## src/hw/rtl/lifo_stack_remove_first_negative_core_macros.svh

```systemverilog
// Assertion macros shared by the stack core modules.
`ifndef LIFO_STACK_REMOVE_FIRST_NEGATIVE_CORE_MACROS_SVH
`define LIFO_STACK_REMOVE_FIRST_NEGATIVE_CORE_MACROS_SVH

`ifndef SYNTHESIS

`define LSRFN_ASSERT_ALWAYS(name, clk, rst_n, expr) \
    name: assert property (@(posedge clk) disable iff (!rst_n) (expr)) \
        else $error("lsrfn assertion failed");

`define LSRFN_ASSERT_NEXT(name, clk, rst_n, ante, cons) \
    name: assert property (@(posedge clk) disable iff (!rst_n) (ante) |=> (cons)) \
        else $error("lsrfn assertion failed");

`else

`define LSRFN_ASSERT_ALWAYS(name, clk, rst_n, expr)

`define LSRFN_ASSERT_NEXT(name, clk, rst_n, ante, cons)

`endif

`endif

```

## src/hw/rtl/lsrfn_pkg.sv

```systemverilog
// Shared constants, codes and controller/datapath interface types of the stack core.
`default_nettype none

package lsrfn_pkg;

    localparam int STACK_DEPTH = 16;
    localparam int DATA_W      = 32;
    localparam int FUNC_W      = 2;
    localparam int STATUS_W    = 2;
    localparam int FILL_W      = 5;
    localparam int ADDR_W      = (STACK_DEPTH > 1) ? $clog2(STACK_DEPTH) : 1;
    localparam int CNT_W       = $clog2(STACK_DEPTH + 1);

    typedef enum logic [FUNC_W-1:0] {
        FUNC_PUSH   = 2'd0,
        FUNC_POP    = 2'd1,
        FUNC_REMOVE = 2'd2,
        FUNC_NOP    = 2'd3
    } t_func;

    typedef enum logic [STATUS_W-1:0] {
        STATUS_OK    = 2'd0,
        STATUS_EMPTY = 2'd1,
        STATUS_NONEG = 2'd2,
        STATUS_FULL  = 2'd3
    } t_status;

    typedef enum logic [3:0] {
        OP_IDLE       = 4'd0,
        OP_LOAD       = 4'd1,
        OP_PUSH       = 4'd2,
        OP_POP_EMPTY  = 4'd3,
        OP_RD_TOP     = 4'd4,
        OP_POP_DONE   = 4'd5,
        OP_RD_DOWN    = 4'd6,
        OP_RD_UP      = 4'd7,
        OP_RM_TOP     = 4'd8,
        OP_RM_NONE    = 4'd9,
        OP_SHIFT      = 4'd10,
        OP_SHIFT_LAST = 4'd11,
        OP_NOP_DONE   = 4'd12
    } t_dp_op;

    typedef struct packed {
        t_dp_op op;
    } t_dp_cmd;

    typedef struct packed {
        t_func func;
        logic  empty;
        logic  full;
        logic  neg;
        logic  at_bottom;
        logic  at_top;
    } t_dp_stat;

endpackage

`default_nettype wire

```

## src/hw/rtl/lsrfn_dp.sv

```systemverilog
// Datapath of the stack core: entry memory, count, scan and shift pointers, result registers.
`default_nettype none
`include "lifo_stack_remove_first_negative_core_macros.svh"

module lsrfn_dp (
    input  wire logic                                  i_clk,
    input  wire logic                                  i_rst_n,
    input  wire lsrfn_pkg::t_dp_cmd                    i_cmd,
    input  wire logic [lsrfn_pkg::FUNC_W-1:0]          i_func,
    input  wire logic signed [lsrfn_pkg::DATA_W-1:0]   i_push_value,
    output lsrfn_pkg::t_dp_stat                        o_stat,
    output logic                                       o_valid,
    output logic signed [lsrfn_pkg::DATA_W-1:0]        o_popped_value,
    output logic [lsrfn_pkg::STATUS_W-1:0]             o_status,
    output logic [lsrfn_pkg::FILL_W-1:0]               o_fill_level
);
    import lsrfn_pkg::*;

    logic [DATA_W-1:0] r_mem [STACK_DEPTH];

    t_func             r_func;
    t_func             n_func;
    logic [DATA_W-1:0] r_value;
    logic [DATA_W-1:0] n_value;
    logic [CNT_W-1:0]  r_count;
    logic [CNT_W-1:0]  n_count;
    logic [DATA_W-1:0] r_rdata;
    logic [ADDR_W-1:0] r_raddr;
    logic [ADDR_W-1:0] r_wptr;
    logic [ADDR_W-1:0] n_wptr;
    logic              r_valid;
    logic              n_valid;
    logic [DATA_W-1:0] r_popped;
    logic [DATA_W-1:0] n_popped;
    t_status           r_status;
    t_status           n_status;
    logic [FILL_W-1:0] r_fill;

    logic                    rd_en;
    logic [ADDR_W-1:0]       rd_addr;
    logic                    wr_en;
    logic [ADDR_W-1:0]       wr_addr;
    logic [DATA_W-1:0]       wr_data;
    logic [CNT_W-1:0]        count_m1;
    logic [ADDR_W-1:0]       top_addr;
    logic                    is_full;
    logic                    is_empty;
    logic [FILL_W+CNT_W-1:0] fill_ext;

    assign count_m1 = r_count - 1'b1;
    assign top_addr = count_m1[ADDR_W-1:0];
    assign is_full  = (r_count == CNT_W'(STACK_DEPTH));
    assign is_empty = (r_count == '0);
    assign fill_ext = {{FILL_W{1'b0}}, n_count};

    always_comb begin
        n_func   = r_func;
        n_value  = r_value;
        n_count  = r_count;
        n_wptr   = r_wptr;
        n_valid  = 1'b0;
        n_popped = r_popped;
        n_status = r_status;
        rd_en    = 1'b0;
        rd_addr  = r_raddr;
        wr_en    = 1'b0;
        wr_addr  = r_count[ADDR_W-1:0];
        wr_data  = r_value;
        case (i_cmd.op)
            OP_LOAD: begin
                n_func  = t_func'(i_func);
                n_value = i_push_value;
            end
            OP_PUSH: begin
                n_valid  = 1'b1;
                n_popped = '0;
                if (is_full) begin
                    n_status = STATUS_FULL;
                end else begin
                    wr_en    = 1'b1;
                    n_count  = r_count + 1'b1;
                    n_status = STATUS_OK;
                end
            end
            OP_POP_EMPTY: begin
                n_valid  = 1'b1;
                n_popped = '1;
                n_status = STATUS_EMPTY;
            end
            OP_RD_TOP: begin
                rd_en   = 1'b1;
                rd_addr = top_addr;
            end
            OP_POP_DONE: begin
                n_valid  = 1'b1;
                n_popped = r_rdata;
                n_count  = count_m1;
                n_status = STATUS_OK;
            end
            OP_RD_DOWN: begin
                rd_en   = 1'b1;
                rd_addr = r_raddr - 1'b1;
            end
            OP_RD_UP: begin
                rd_en   = 1'b1;
                rd_addr = r_raddr + 1'b1;
                n_wptr  = r_raddr;
            end
            OP_RM_TOP: begin
                n_valid  = 1'b1;
                n_popped = '0;
                n_count  = count_m1;
                n_status = STATUS_OK;
            end
            OP_RM_NONE: begin
                n_valid  = 1'b1;
                n_popped = '0;
                n_status = STATUS_NONEG;
            end
            OP_SHIFT: begin
                wr_en   = 1'b1;
                wr_addr = r_wptr;
                wr_data = r_rdata;
                n_wptr  = r_wptr + 1'b1;
                rd_en   = 1'b1;
                rd_addr = r_raddr + 1'b1;
            end
            OP_SHIFT_LAST: begin
                wr_en    = 1'b1;
                wr_addr  = r_wptr;
                wr_data  = r_rdata;
                n_valid  = 1'b1;
                n_popped = '0;
                n_count  = count_m1;
                n_status = STATUS_OK;
            end
            OP_NOP_DONE: begin
                n_valid  = 1'b1;
                n_popped = '0;
                n_status = STATUS_OK;
            end
            default: begin
            end
        endcase
    end

    always_ff @(posedge i_clk) begin
        if (wr_en) begin
            r_mem[wr_addr] <= wr_data;
        end
    end

    always_ff @(posedge i_clk) begin
        if (rd_en) begin
            r_rdata <= r_mem[rd_addr];
            r_raddr <= rd_addr;
        end
    end

    always_ff @(posedge i_clk) begin
        r_func  <= n_func;
        r_value <= n_value;
        r_wptr  <= n_wptr;
        if (n_valid) begin
            r_popped <= n_popped;
            r_status <= n_status;
            r_fill   <= fill_ext[FILL_W-1:0];
        end
    end

    always_ff @(posedge i_clk) begin
        if (!i_rst_n) begin
            r_count <= '0;
            r_valid <= 1'b0;
        end else begin
            r_count <= n_count;
            r_valid <= n_valid;
        end
    end

    assign o_stat.func      = r_func;
    assign o_stat.empty     = is_empty;
    assign o_stat.full      = is_full;
    assign o_stat.neg       = r_rdata[DATA_W-1];
    assign o_stat.at_bottom = (r_raddr == '0);
    assign o_stat.at_top    = (r_raddr == top_addr);

    assign o_valid        = r_valid;
    assign o_popped_value = r_popped;
    assign o_status       = r_status;
    assign o_fill_level   = r_fill;

    `LSRFN_ASSERT_ALWAYS(a_count_bound, i_clk, i_rst_n, r_count <= CNT_W'(STACK_DEPTH))
    `LSRFN_ASSERT_NEXT(a_single_strobe, i_clk, i_rst_n, r_valid, !r_valid)
    `LSRFN_ASSERT_NEXT(a_shift_drops_one, i_clk, i_rst_n, i_cmd.op == OP_SHIFT_LAST, r_count == $past(r_count) - 1'b1)

endmodule

`default_nettype wire

```

## src/hw/rtl/lsrfn_ctrl.sv

```systemverilog
// Controller state machine of the stack core: sequences push, pop, scan and shift.
`default_nettype none
`include "lifo_stack_remove_first_negative_core_macros.svh"

module lsrfn_ctrl (
    input  wire logic                 i_clk,
    input  wire logic                 i_rst_n,
    input  wire logic                 i_start,
    input  wire lsrfn_pkg::t_dp_stat  i_stat,
    output lsrfn_pkg::t_dp_cmd        o_cmd,
    output logic                      o_busy
);
    import lsrfn_pkg::*;

    typedef enum logic [4:0] {
        S_IDLE   = 5'b00001,
        S_DECODE = 5'b00010,
        S_POPRD  = 5'b00100,
        S_SCAN   = 5'b01000,
        S_SHIFT  = 5'b10000
    } t_state;

    t_state r_state;
    t_state n_state;

    always_comb begin
        n_state  = r_state;
        o_cmd.op = OP_IDLE;
        case (r_state)
            S_IDLE: begin
                if (i_start) begin
                    o_cmd.op = OP_LOAD;
                    n_state  = S_DECODE;
                end
            end
            S_DECODE: begin
                n_state = S_IDLE;
                case (i_stat.func)
                    FUNC_PUSH: begin
                        o_cmd.op = OP_PUSH;
                    end
                    FUNC_POP: begin
                        if (i_stat.empty) begin
                            o_cmd.op = OP_POP_EMPTY;
                        end else begin
                            o_cmd.op = OP_RD_TOP;
                            n_state  = S_POPRD;
                        end
                    end
                    FUNC_REMOVE: begin
                        if (i_stat.empty) begin
                            o_cmd.op = OP_RM_NONE;
                        end else begin
                            o_cmd.op = OP_RD_TOP;
                            n_state  = S_SCAN;
                        end
                    end
                    default: begin
                        o_cmd.op = OP_NOP_DONE;
                    end
                endcase
            end
            S_POPRD: begin
                o_cmd.op = OP_POP_DONE;
                n_state  = S_IDLE;
            end
            S_SCAN: begin
                if (i_stat.neg) begin
                    if (i_stat.at_top) begin
                        o_cmd.op = OP_RM_TOP;
                        n_state  = S_IDLE;
                    end else begin
                        o_cmd.op = OP_RD_UP;
                        n_state  = S_SHIFT;
                    end
                end else if (i_stat.at_bottom) begin
                    o_cmd.op = OP_RM_NONE;
                    n_state  = S_IDLE;
                end else begin
                    o_cmd.op = OP_RD_DOWN;
                end
            end
            S_SHIFT: begin
                if (i_stat.at_top) begin
                    o_cmd.op = OP_SHIFT_LAST;
                    n_state  = S_IDLE;
                end else begin
                    o_cmd.op = OP_SHIFT;
                end
            end
            default: begin
                n_state = S_IDLE;
            end
        endcase
    end

    always_ff @(posedge i_clk) begin
        if (!i_rst_n) begin
            r_state <= S_IDLE;
        end else begin
            r_state <= n_state;
        end
    end

    assign o_busy = (r_state != S_IDLE);

    `LSRFN_ASSERT_NEXT(a_start_decodes, i_clk, i_rst_n, r_state == S_IDLE && i_start, r_state == S_DECODE)
    `LSRFN_ASSERT_NEXT(a_pop_one_read, i_clk, i_rst_n, r_state == S_POPRD, r_state == S_IDLE)
    `LSRFN_ASSERT_NEXT(a_scan_ends, i_clk, i_rst_n, r_state == S_SCAN && !i_stat.neg && i_stat.at_bottom, r_state == S_IDLE)

endmodule

`default_nettype wire

```

## src/hw/rtl/lifo_stack_remove_first_negative_core.sv

```systemverilog
// Top level of the bounded stack core with remove-first-negative operation.
//
//   Channel   Handshake                     Ports
//   request   start && !busy at the edge    i_func, i_push_value
//   result    o_valid, one cycle, no stall  o_popped_value, o_status, o_fill_level
//
// A result follows the decode step for push and the unused code, one entry read for pop,
// and for remove a scan down from the top entry to the first negative one, then a shift
// that moves each entry above that one down by one place.
// Reset clears the entry count; the entry memory holds no reset value and needs no clearing.
// The receiver cannot stall: busy falls in the cycle the result is shown.
`default_nettype none

module lifo_stack_remove_first_negative_core (
    input  wire logic                                  i_clk,
    input  wire logic                                  i_rst_n,
    input  wire logic                                  start,
    output logic                                       busy,
    input  wire logic [lsrfn_pkg::FUNC_W-1:0]          i_func,
    input  wire logic signed [lsrfn_pkg::DATA_W-1:0]   i_push_value,
    output logic                                       o_valid,
    output logic signed [lsrfn_pkg::DATA_W-1:0]        o_popped_value,
    output logic [lsrfn_pkg::STATUS_W-1:0]             o_status,
    output logic [lsrfn_pkg::FILL_W-1:0]               o_fill_level
);
    import lsrfn_pkg::*;

    t_dp_cmd  cmd;
    t_dp_stat stat;

    lsrfn_ctrl u_ctrl (
        .i_clk   (i_clk),
        .i_rst_n (i_rst_n),
        .i_start (start),
        .i_stat  (stat),
        .o_cmd   (cmd),
        .o_busy  (busy)
    );

    lsrfn_dp u_dp (
        .i_clk          (i_clk),
        .i_rst_n        (i_rst_n),
        .i_cmd          (cmd),
        .i_func         (i_func),
        .i_push_value   (i_push_value),
        .o_stat         (stat),
        .o_valid        (o_valid),
        .o_popped_value (o_popped_value),
        .o_status       (o_status),
        .o_fill_level   (o_fill_level)
    );

endmodule

`default_nettype wire
```

## config.mk

```make
export PLATFORM = sky130hd
export DESIGN_NAME = lifo_stack_remove_first_negative_core
export DESIGN_NICKNAME = d
export VERILOG_FILES = /design/src/hw/rtl/lsrfn_pkg.sv /design/src/hw/rtl/lsrfn_dp.sv /design/src/hw/rtl/lsrfn_ctrl.sv /design/src/hw/rtl/lifo_stack_remove_first_negative_core.sv
export VERILOG_INCLUDE_DIRS = /design/src /design/src/hw/rtl
export SDC_FILE = /design/constraint.sdc
export NUM_CORES = 1
export LEC_CHECK = 0
export BUFFER_PORTS_ARGS = -buffer_cell sky130_fd_sc_hd__buf_4
export CORE_ASPECT_RATIO = 0.6
export CORE_MARGIN = 2
export CORE_UTILIZATION = 55
export CTS_CLUSTER_DIAMETER = 120
export CTS_CLUSTER_SIZE = 30
export DETAILED_ROUTE_END_ITERATION = 10
export GPL_TIMING_DRIVEN = 0
export PLACE_DENSITY = 0.8
export SLEW_MARGIN = 20
export SYNTH_ARGS = -nofsm -noshare
export SYNTH_HDL_FRONTEND = slang
export SYNTH_HIERARCHICAL = 1
export SYNTH_SLANG_ARGS = --single-unit
export TNS_END_PERCENT = 30
```

## constraint.sdc

```tcl
create_clock -name i_clk -period 8.7 [get_ports i_clk]
set_input_delay 0.87 -clock i_clk [delete_from_list [all_inputs] [get_ports i_clk]]
set_output_delay 0.87 -clock i_clk [all_outputs]
set_load 0.05 [all_outputs]
```

-- Word-level counts from Yosys, hierarchy flattened
Memory sizes are Yosys's and may differ from the RTL's. A register that Yosys moved wholly into a read port is not among the register bits.
Index checks and enable logic that the tools add are counted.
- register bits after elaboration: 92
- memory bits (writable): 512
- bits of input ports: 37
- output and inout port bits: 41
- logic and storage cells: 90
- memories kept: 1
- add/subtract/negate cells: 5
- equality and inequality tests: 25
- muxes and demuxes: 33
- reductions and logical operators: 16
- memory list (name ; words ; bits a word ; rd ports ; clocked after memory_dff ; write ports ; line ; RTL):
    u_dp.r_mem ; 16 ; 32 ; 1 ; 1 ; 1 ; lsrfn_dp.sv:19 ; logic [DATA_W-1:0] r_mem [STACK_DEPTH];
- operators with widths (kind ; number):
    $pmux W32 S3 ; 1
    $mux W32 ; 1
    $mux W5 ; 6
    $mux W4 ; 6
    $pmux W4 S3 ; 2
    $eq A4 B4 Y1 const B ; 5
    $pmux W4 S5 ; 1
    $pmux W5 S2 ; 2
    $pmux W5 S4 ; 1
    $eq A4 B3 Y1 const B ; 4
    $eq A5 B5 Y1 const B ; 2
    $add A4 B1 Y4 const B ; 2
    $eq A4 B2 Y1 const B ; 2
    $pmux W2 S4 ; 1
    $pmux W4 S2 ; 1
    $reduce_or A4 Y1 ; 2
    $mux W1 ; 7
    $reduce_or A7 Y1 ; 1
    $mux W3 ; 2
    $add A5 B1 Y5 const B ; 1
    $eq A5 B1 Y1 const B ; 1
    $eq A5 B2 Y1 const B ; 1
    $eq A5 B3 Y1 const B ; 1
    $eq A5 B4 Y1 const B ; 1
    other kinds (22) ; 25

-- Longest topological paths before layout
Gate-level depths: netlist (run 1).
- depth in word-level cells: 10
- depth in mapped cells: 28

-- Hierarchy
Netlist (run 1), hierarchy kept.
- modules (own cells, without submodules) (module ; times used ; cells an instance ; area each (µm²)):
    lsrfn_dp ; 1 ; 1522 ; 24763.8
    lsrfn_ctrl ; 1 ; 60 ; 496.7

-- Worst setup path after synthesis (run 1)
Ideal clock, no wire load.
- kind: register to register
- start point: register u_dp.r_count[0]
- end point: register u_dp.r_rdata[25] (read register of u_dp.r_mem), data pin
- library setup time: 256 ps
- arrival: 5219 ps
- data required time: 8444 ps
- path slack: 3225 ps
- cell stages (with the launch flop): 28
- path buffers: 5
- cell sequence: dfxtp_1 > clkbuf_1 > inv_1 > ha_1 > xnor2_1 > xnor2_1 > nor4_1 > a21boi_0 > o22a_2 > nand2_1 > buf_2 > buf_1 > nand2b_1 > o21ai_0 > and2_1 > xnor2_1 > ha_1 > nor4bb_1 > o21a_1 > a211oi_1 > o32a_1 > and2_1 > inv_2 > buf_4 > buf_4 > mux2i_1 > a32oi_1 > and4_1
- RTL lines (element ; line ; RTL):
    from (decl) ; lsrfn_dp.sv:25 ; logic [CNT_W-1:0] r_count;
    from (signal assigned) ; lsrfn_dp.sv:176 ; r_count <= n_count;
    to (decl) ; lsrfn_dp.sv:27 ; logic [DATA_W-1:0] r_rdata;

==> impl_metrics.json, run 1 <==
{
  "yosysWarnings": 6,
  "pwr_density_cell_mw_per_mm2": 184.4,
  "critPathLaunchType": "flop",
  "core_mm2": 0.04504,
  "hpwl_um": 43660,
  "crit_path_max_incr_delay_ns": 0.82,
  "ctsLongestPathBuffers": 3,
  "cts_hold_buffers": 0,
  "hold_end": "u_dp/r_value[29]",
  "worstSkewPairLatency_ns": 0.60,
  "grt_pass1_vias": 14780,
  "antenna_found_initial": 0,
  "diodes": 0,
  "crit_family": "buffers and inverters",
  "dr_total_vias": 15280,
  "rsz0062_at_grt": "false",
  "slew_viol_final": 0,
  "fmaxAchievable_mhz": 126.5,
  "grt_usage_pct": 27.21,
  "hold_viol": 0,
  "routabilityCongestion": 0.8651,
  "fin_tns_setup_ns": 0,
  "wl_per_cell_um": 28.01,
  "synth_cells": 1581,
  "cts-root-buf": "clkbuf_16",
  "min_path_cells": 1,
  "p_leak_nw": 9.404,
  "fin_total_pwr_mw": 5.207,
  "critPathKind": "flop to flop",
  "stdcell_count": 2326,
  "grt.overflow.total": 0,
  "die_w_um": 280.6,
  "multiInputGateArea_mm2": 0.005877,
  "place_inst": 2281,
  "relSlewSlack_pct": 22.44,
  "min_path_type": "input pin to flop",
  "avgSynthCellArea_um2": 15.97,
  "drc_errors": 0,
  "clock_sinks": 636,
  "drt-total-wl_um": 65140,
  "drive_gt1_share_pct": 14.85,
  "rrSetupSlack_ns": 0.80,
  "layout_min_cycle_time_ns": 7.904,
  "layout.nets": 1765,
  "drv_cap": 0,
  "cts-resized-gates": 0,
  "port_buffers": 77,
  "cts_buffers": 25,
  "critical_path_required_ns": 9.15,
  "hp-start": "i_push_value[29]",
  "peakVddDrop_v": 0.0001371,
  "fin_skew_ns": 0.04336,
  "netlist_area_mm2": 0.02525,
  "syn-num-nets": 1627,
  "ff2ff_path_depth": 26,
  "worstReg2RegEnd": "u_dp/r_rdata[2]",
  "detail-route-antenna-nets": 0,
  "syn2layout_area_growth_pct": 11.83,
  "regArea_mm2": 0.01899,
  "end_kind": "flop",
  "tightestPinTransition_ns": 1.163,
  "crit_fanout": 10,
  "path_buf_inv": 6,
  "drt_iter0_drc": 2437,
  "start_util_pct": 56.06,
  "r2r_start": "u_dp/r_count[0]",
  "drt_pass1_iterations": 8,
  "num_rows": 60,
  "setup_violations": 0,
  "fill_cells": 3078,
  "outcome": "completed",
  "cts_setup_buffers": 0,
  "crit_slowest_cell": "nor4_1",
  "viasPerCell": 6.570,
  "path_clk_slew_ns": 0.12,
  "crit_arrival_ns": 8.36,
  "grt_max_degree": 32,
  "min_period_over_period_pct": 90.85,
  "pin_count": 78,
  "crit_path_frequent_cell": "xnor2_1",
  "utilization_pct": 62.69,
  "dieHeight_um": 170.0,
  "die_area_mm2": 0.04770,
  "grt_pass1_wl_um": 94160,
  "cts_tree": "built",
  "h-tree-depth": 1
}
## layout make-up
type	instances	area share (%)
inverter	14	0.1861
sequential	636	67.24
buffer	95	1.670
tap	589	2.610
timing repair buffer	111	4.909
clock inverter	1	0.1063
multi-input combinational	836	20.81
clock buffer	44	2.468
## worst max path at each step
stage	cells past startpoint	end	from	slack, ns
2_1_floorplan	27	u_dp/r_rdata[25]	u_dp/r_count[0]	3.23
3_5_place_dp	26	u_dp/r_rdata[2]	u_dp/r_count[0]	1.23
4_1_cts	26	u_dp/r_rdata[2]	u_dp/r_count[0]	1.15
3_3_place_gp	11	u_dp/r_value[8]	u_dp/r_count[0]	-0.44
5_1_grt	26	u_dp/r_rdata[2]	u_dp/r_count[0]	0.47
6_report	26	u_dp/r_rdata[2]	u_dp/r_count[0]	0.80
## registers in the layout, indices dropped and copies added (netlist names), named ones only
signal / count
u_dp/r_wptr: 4
u_dp/o_valid: 1
u_dp/r_value: 32
u_dp/o_status: 2
u_dp/r_rdata: 32
u_ctrl/r_state: 5
u_dp/r_count: 5
u_dp/r_mem: 512
u_dp/r_func: 2
u_dp/r_raddr: 3
u_dp/o_fill_level: 5
u_dp/o_popped_value: 32
## per-layer routing
layer | global-route usage [%] | routed length (um) | vias up
met5 | 0 | 0 | -
met4 | 7.766 | 2007 | 0
met3 | 5.368 | 8435 | 145
met2 | 42.76 | 29340 | 1143
met1 | 39.09 | 25360 | 7575
li1 | - | - | 6419
## layout by cell type, fill, tap and decap left out, drive strengths merged, types with 33 or more instances in the layout
cell type	instances
buf	165
nor2	40
nand2	280
a32oi	128
a21o	35
mux2	34
and4	33
mux2i	131
clkbuf	85
edfxtp	625
## through the flow
stage	instance area, um^2	hold WS (ns)	worst slack, ns
after floorplan	25250	0.5167	3.225
after global placement	26570	0.5254	-0.4385
after detailed placement	27510	0.5343	1.228
after CTS	28240	0.4239	1.153
after global routing	28240	0.4272	0.4651
final	28240	0.4338	0.7963
## power by group
| part | leakage [nW] | total (mW) | internal (mW) | switching (mW) |
|---|---|---|---|---|
| sequential | 5.74 | 3.43 | 3.42 | 0.0130 |
| combinational | 3.33 | 0.331 | 0.102 | 0.229 |
| clock | 0.342 | 1.44 | 0.560 | 0.882 |
| total | 9.40 | 5.21 | 4.08 | 1.12 |
(Power assumes the default switching activity.)
==> inputs of run 2 (changes only) <==
Settings changed: MAX_ROUTING_LAYER set to met4.
==> impl_metrics.json, run 2 (same netlist as run 1, synthesis figures left out) <==
{
  "grt_usage_pct": 28.01,
  "drt_iter0_drc": 2494,
  "critPathKind": "flop to flop",
  "detail-route-antenna-nets": 0,
  "clock_sinks": 636,
  "drt_pass1_iterations": 6,
  "crit_fanout": 10,
  "crit_path_frequent_cell": "xnor2_1",
  "fmaxAchievable_mhz": 125.5,
  "design_area_mm2": 0.02824,
  "crit_arrival_ns": 8.42,
  "port_buffers": 77,
  "peakVddDrop_v": 0.0001386,
  "rrSetupSlack_ns": 0.73,
  "cts_setup_buffers": 0,
  "dpl_cell_area_mm2": 0.02751,
  "end_kind": "flop",
  "multiInputGateArea_mm2": 0.005877,
  "dp_slack_ns": 1.228,
  "critPathLaunchType": "flop",
  "wl_met2_um": 29140,
  "crit_path_max_incr_delay_ns": 0.85,
  "top_layer_used": "met4",
  "stdcell_count": 2326,
  "h-tree-depth": 1,
  "rsz0062_at_grt": "false",
  "die_area_mm2": 0.04770,
  "regArea_mm2": 0.01899,
  "start_util_pct": 56.06,
  "drc_errors": 0,
  "tightestPinTransition_ns": 1.140,
  "cts-root-buf": "clkbuf_16",
  "fin_tns_setup_ns": 0,
  "core_mm2": 0.04504,
  "crit_slowest_cell": "nor4_1",
  "critical_path_required_ns": 9.15,
  "viasPerCell": 6.547,
  "num_rows": 60,
  "dr_total_vias": 15230,
  "fin_skew_ns": 0.03886,
  "pin_count": 78,
  "layout_min_cycle_time_ns": 7.966,
  "drive_gt1_share_pct": 14.85,
  "cts_buffers": 25,
  "m1WireLength_um": 25070,
  "dieHeight_um": 170.0,
  "grt_pass1_vias": 14780,
  "cts-resized-gates": 0,
  "grt.overflow.total": 0,
  "final_cell_mix": "edfxtp_1, nand2_1, mux2i_1",
  "layout.nets": 1765,
  "min_path_type": "input pin to flop",
  "hold_viol": 0,
  "layout_commonest_cell": "edfxtp_1",
  "place_inst": 2281,
  "cts_hold_buffers": 0,
  "die_w_um": 280.6,
  "drv_cap": 0,
  "drt-total-wl_um": 64970,
  "routabilityCongestion": 0.8791,
  "min_period_over_period_pct": 91.56,
  "hpwl_um": 43660,
  "slew_viol_final": 0,
  "largest_register_ffs": 512,
  "wl_met3_um": 8470,
  "path_clk_slew_ns": 0.12,
  "worstSkewPairLatency_ns": 0.60,
  "ctsLongestPathBuffers": 3,
  "outcome": "completed",
  "cts_tree": "built",
  "grt_pass1_wl_um": 93980,
  "antenna_found_initial": 0,
  "syn2layout_area_growth_pct": 11.83,
  "setup_violations": 0,
  "setup_ws_ns": 0.7341,
  "relSlewSlack_pct": 23.97,
  "fill_cells": 3078,
  "p_leak_nw": 9.404,
  "regMostFlops": "u_dp/r_mem",
  "diodes": 0,
  "wl_per_cell_um": 27.93,
  "grt_max_degree": 32,
  "pwr_density_cell_mw_per_mm2": 184.4
}
## run 2: cell counts in the layout (fill, tap and decap cells not counted)
No cell type changed its count.
## run 2: final cells by class
class                   instances  area share [%]
clock buffers                  44           2.468
multi-input cells             836           20.81
well taps                     589           2.610
clock inverters                 1          0.1063
plain buffers                  95           1.670
flip-flops and latches        636           67.24
repair buffers                111           4.909
inverters                      14          0.1861
## run 2: critical path, delay by kind of cell (launching register included)
kind / cells / cell delay [ns]
buffers and inverters: 6 / 2.46
AND/OR/NAND/NOR: 8 / 2.33
AO/OA/AOI/OAI: 7 / 1.38
XOR/XNOR: 3 / 0.70
adder cells (fa/ha/maj): 2 / 0.59
flip-flops: 1 / 0.36
## run 2: path summary, 6_finish.rpt
kind	start	endpoint	depth (start not counted)
setup / recovery	u_dp/r_count[0]	u_dp/r_rdata[2]	26
hold / removal	i_push_value[29]	u_dp/r_value[29]	1
setup reg to reg	u_dp/r_count[0]	u_dp/r_rdata[2]	26
hold reg to reg	u_dp/r_rdata[17]	u_dp/o_popped_value[17]	1
## run 2: stage by stage
| step | util (%) | total power, mW | hold slack [ns] |
|---|---|---|---|
| 6_report | 62.69 | 5.207 | 0.4372 |
| 5_1_grt | 62.69 | 5.333 | 0.4257 |
| 4_1_cts | 62.69 | 5.206 | 0.4239 |
| 3_5_place_dp | 61.08 | 3.824 | 0.5343 |
| 3_3_place_gp | 58.98 | 3.798 | 0.5254 |
| 2_1_floorplan | - | 3.695 | 0.5167 |
## run 2: layer usage
layer,GRT usage (%),vias to the layer above
met5,-,-
met3,5.217,156
met2,42.46,1099
met4,8.393,0
li1,-,6421
met1,39.08,7553
## run 2: where the power goes
group,switching (mW),internal (mW)
logic,0.229,0.102
clock network,0.883,0.560
registers,0.0131,3.42
==> inputs of run 3 (changes only) <==
Settings changed: REMOVE_ABC_BUFFERS set to 1.
==> impl_metrics.json, run 3 (same netlist as run 1, synthesis figures left out) <==
{
  "grt.overflow.total": 0,
  "critPathKind": "flop to flop",
  "routabilityCongestion": 0.8277,
  "setup_violations": 0,
  "num_rows": 60,
  "p_seq_share_pct": 66.3,
  "h-tree-depth": 1,
  "fin_total_pwr_mw": 5.183,
  "place_inst": 2213,
  "detail-route-antenna-nets": 0,
  "cts_tree": "built",
  "slew_viol_final": 0,
  "worstSkewPairLatency_ns": 0.61,
  "critical_path_required_ns": 9.06,
  "design_area_mm2": 0.02827,
  "internal_power_mw": 4.085,
  "ctsLongestPathBuffers": 3,
  "whs_ns": 0.4336,
  "viasPerCell": 6.506,
  "tightestPinTransition_ns": 0.9999,
  "dpl_cell_area_mm2": 0.02754,
  "syn2layout_area_growth_pct": 11.96,
  "grt_pass1_wl_um": 88420,
  "cts-resized-gates": 0,
  "layout_commonest_cell": "edfxtp_1",
  "relSlewSlack_pct": 32.39,
  "crit_path_frequent_cell": "xnor2_1",
  "grt_usage_pct": 25.88,
  "fin_tns_setup_ns": 0,
  "p_comb_share_pct": 6.0,
  "drive_gt1_share_pct": 14.67,
  "hold_viol": 0,
  "power.switching_mw": 1.098,
  "min_path_type": "input pin to flop",
  "dr_total_vias": 14700,
  "p_leak_nw": 9.354,
  "stdcell_count": 2259,
  "hp-start": "i_func[1]",
  "wl_per_cell_um": 26.65,
  "crit_fanout": 96,
  "r2r_start": "u_dp/r_count[0]",
  "clock_sinks": 636,
  "path_buf_inv": 3,
  "layout_min_cycle_time_ns": 7.976,
  "fin_skew_ns": 0.03600,
  "fmaxAchievable_mhz": 125.4,
  "peakVddDrop_v": 0.0001373,
  "regMostFlops": "u_dp/r_mem",
  "grt_max_degree": 97,
  "crit_slowest_cell": "nor4_1",
  "drv_cap": 0,
  "path_clk_slew_ns": 0.12,
  "rsz0062_at_grt": "false",
  "path_cells": "inv_1 -> ha_1 -> xnor2_1 -> xnor2_1 -> nor4_1 -> a21boi_0 -> o22a_2 -> nand2_1 -> nor2b_1 -> nand2_1 -> o21ai_0 -> and2_1 -> xnor2_1 -> ha_1 -> nor4bb_1 -> o21a_1 -> a2111oi_0 -> o21ai_0 -> and2_4 -> inv_8 -> buf_16 -> mux2i_1 -> a32oi_1 -> and4_1",
  "end_kind": "flop",
  "drt_pass1_iterations": 6,
  "final_cell_mix": "edfxtp_1, nand2_1, mux2i_1",
  "die_area_mm2": 0.04770,
  "grt_pass1_vias": 14170,
  "critPathLaunchType": "flop",
  "pin_count": 78,
  "drc_errors": 0,
  "core_mm2": 0.04504,
  "outcome": "completed",
  "crit_family": "simple AND/OR/NAND/NOR gates",
  "cts_buffers": 25,
  "crit_path_max_incr_delay_ns": 0.83,
  "diodes": 0,
  "crit_arrival_ns": 8.33,
  "crit_start": "u_dp/r_count[0]",
  "start_util_pct": 56.06,
  "largest_register_ffs": 512,
  "port_buffers": 77,
  "layout.nets": 1697,
  "drt-total-wl_um": 60210,
  "pwr_density_cell_mw_per_mm2": 183.3,
  "swShare_pct": 21.19,
  "cts_setup_buffers": 0,
  "cts-root-buf": "clkbuf_16",
  "drt_iter0_drc": 2296,
  "dieHeight_um": 170.0,
  "cts_hold_buffers": 0,
  "die_w_um": 280.6,
  "pwr-share-clk_pct": 27.6,
  "hpwl_um": 36040,
  "min_period_over_period_pct": 91.68,
  "antenna_found_initial": 0
}
[run 3: changes by cell type in the layout (fill, tap and decap cells not counted), sizes merged]
| cell | delta |
|---|---|
| clkbuf | -41 |
| buf | -27 |
| inv | +1 |
[run 3: final timing paths]
kind	to	slack, ns	cells past startpoint
setup / recovery	u_dp/r_rdata[4]	0.72	24
hold / removal	u_dp/r_func[1]	0.43	1
setup reg to reg	u_dp/r_rdata[4]	0.72	24
hold reg to reg	u_dp/o_popped_value[20]	0.55	1
[run 3: cell type report]
class	count	area, um^2
clock buffers	44	696.9
flip-flops and latches	636	18990
multi-input cells	836	5974
well taps	589	737.0
repair buffers	138	1775
fillers	2981	16770
inverters	14	62.56
clock inverters	2	38.79
[run 3: stage by stage]
| stage | util, % | setup slack (ns) |
|---|---|---|
| 6_report | 62.77 | 0.7241 |
| 4_1_cts | 62.77 | 0.9983 |
| 3_5_place_dp | 61.14 | 1.114 |
| 5_1_grt | 62.77 | 0.3884 |
| 3_3_place_gp | 57.94 | -10.12 |
| 2_1_floorplan | - | -2.857 |
[run 3: power groups by stage]
stage | Sequential [mW] | Combinational (mW) | Clock, mW
6_report | 3.44 | 0.313 | 1.43
5_1_grt | 3.44 | 0.333 | 1.54
4_1_cts | 3.44 | 0.308 | 1.45
3_5_place_dp | 3.51 | 0.306 | 0
3_3_place_gp | 3.51 | 0.277 | 0
2_1_floorplan | 3.52 | 0.167 | 0
[run 3: routing by layer]
metal	part of all wire, %	global-route usage, %	wire [um]	vias to the layer above
li1	-	-	-	6293
met1	39	35.29	23650	7365
met2	48	40.86	28840	876
met3	9.6	3.899	5793	164
met4	3.2	7.766	1923	0
met5	0	-	0	-
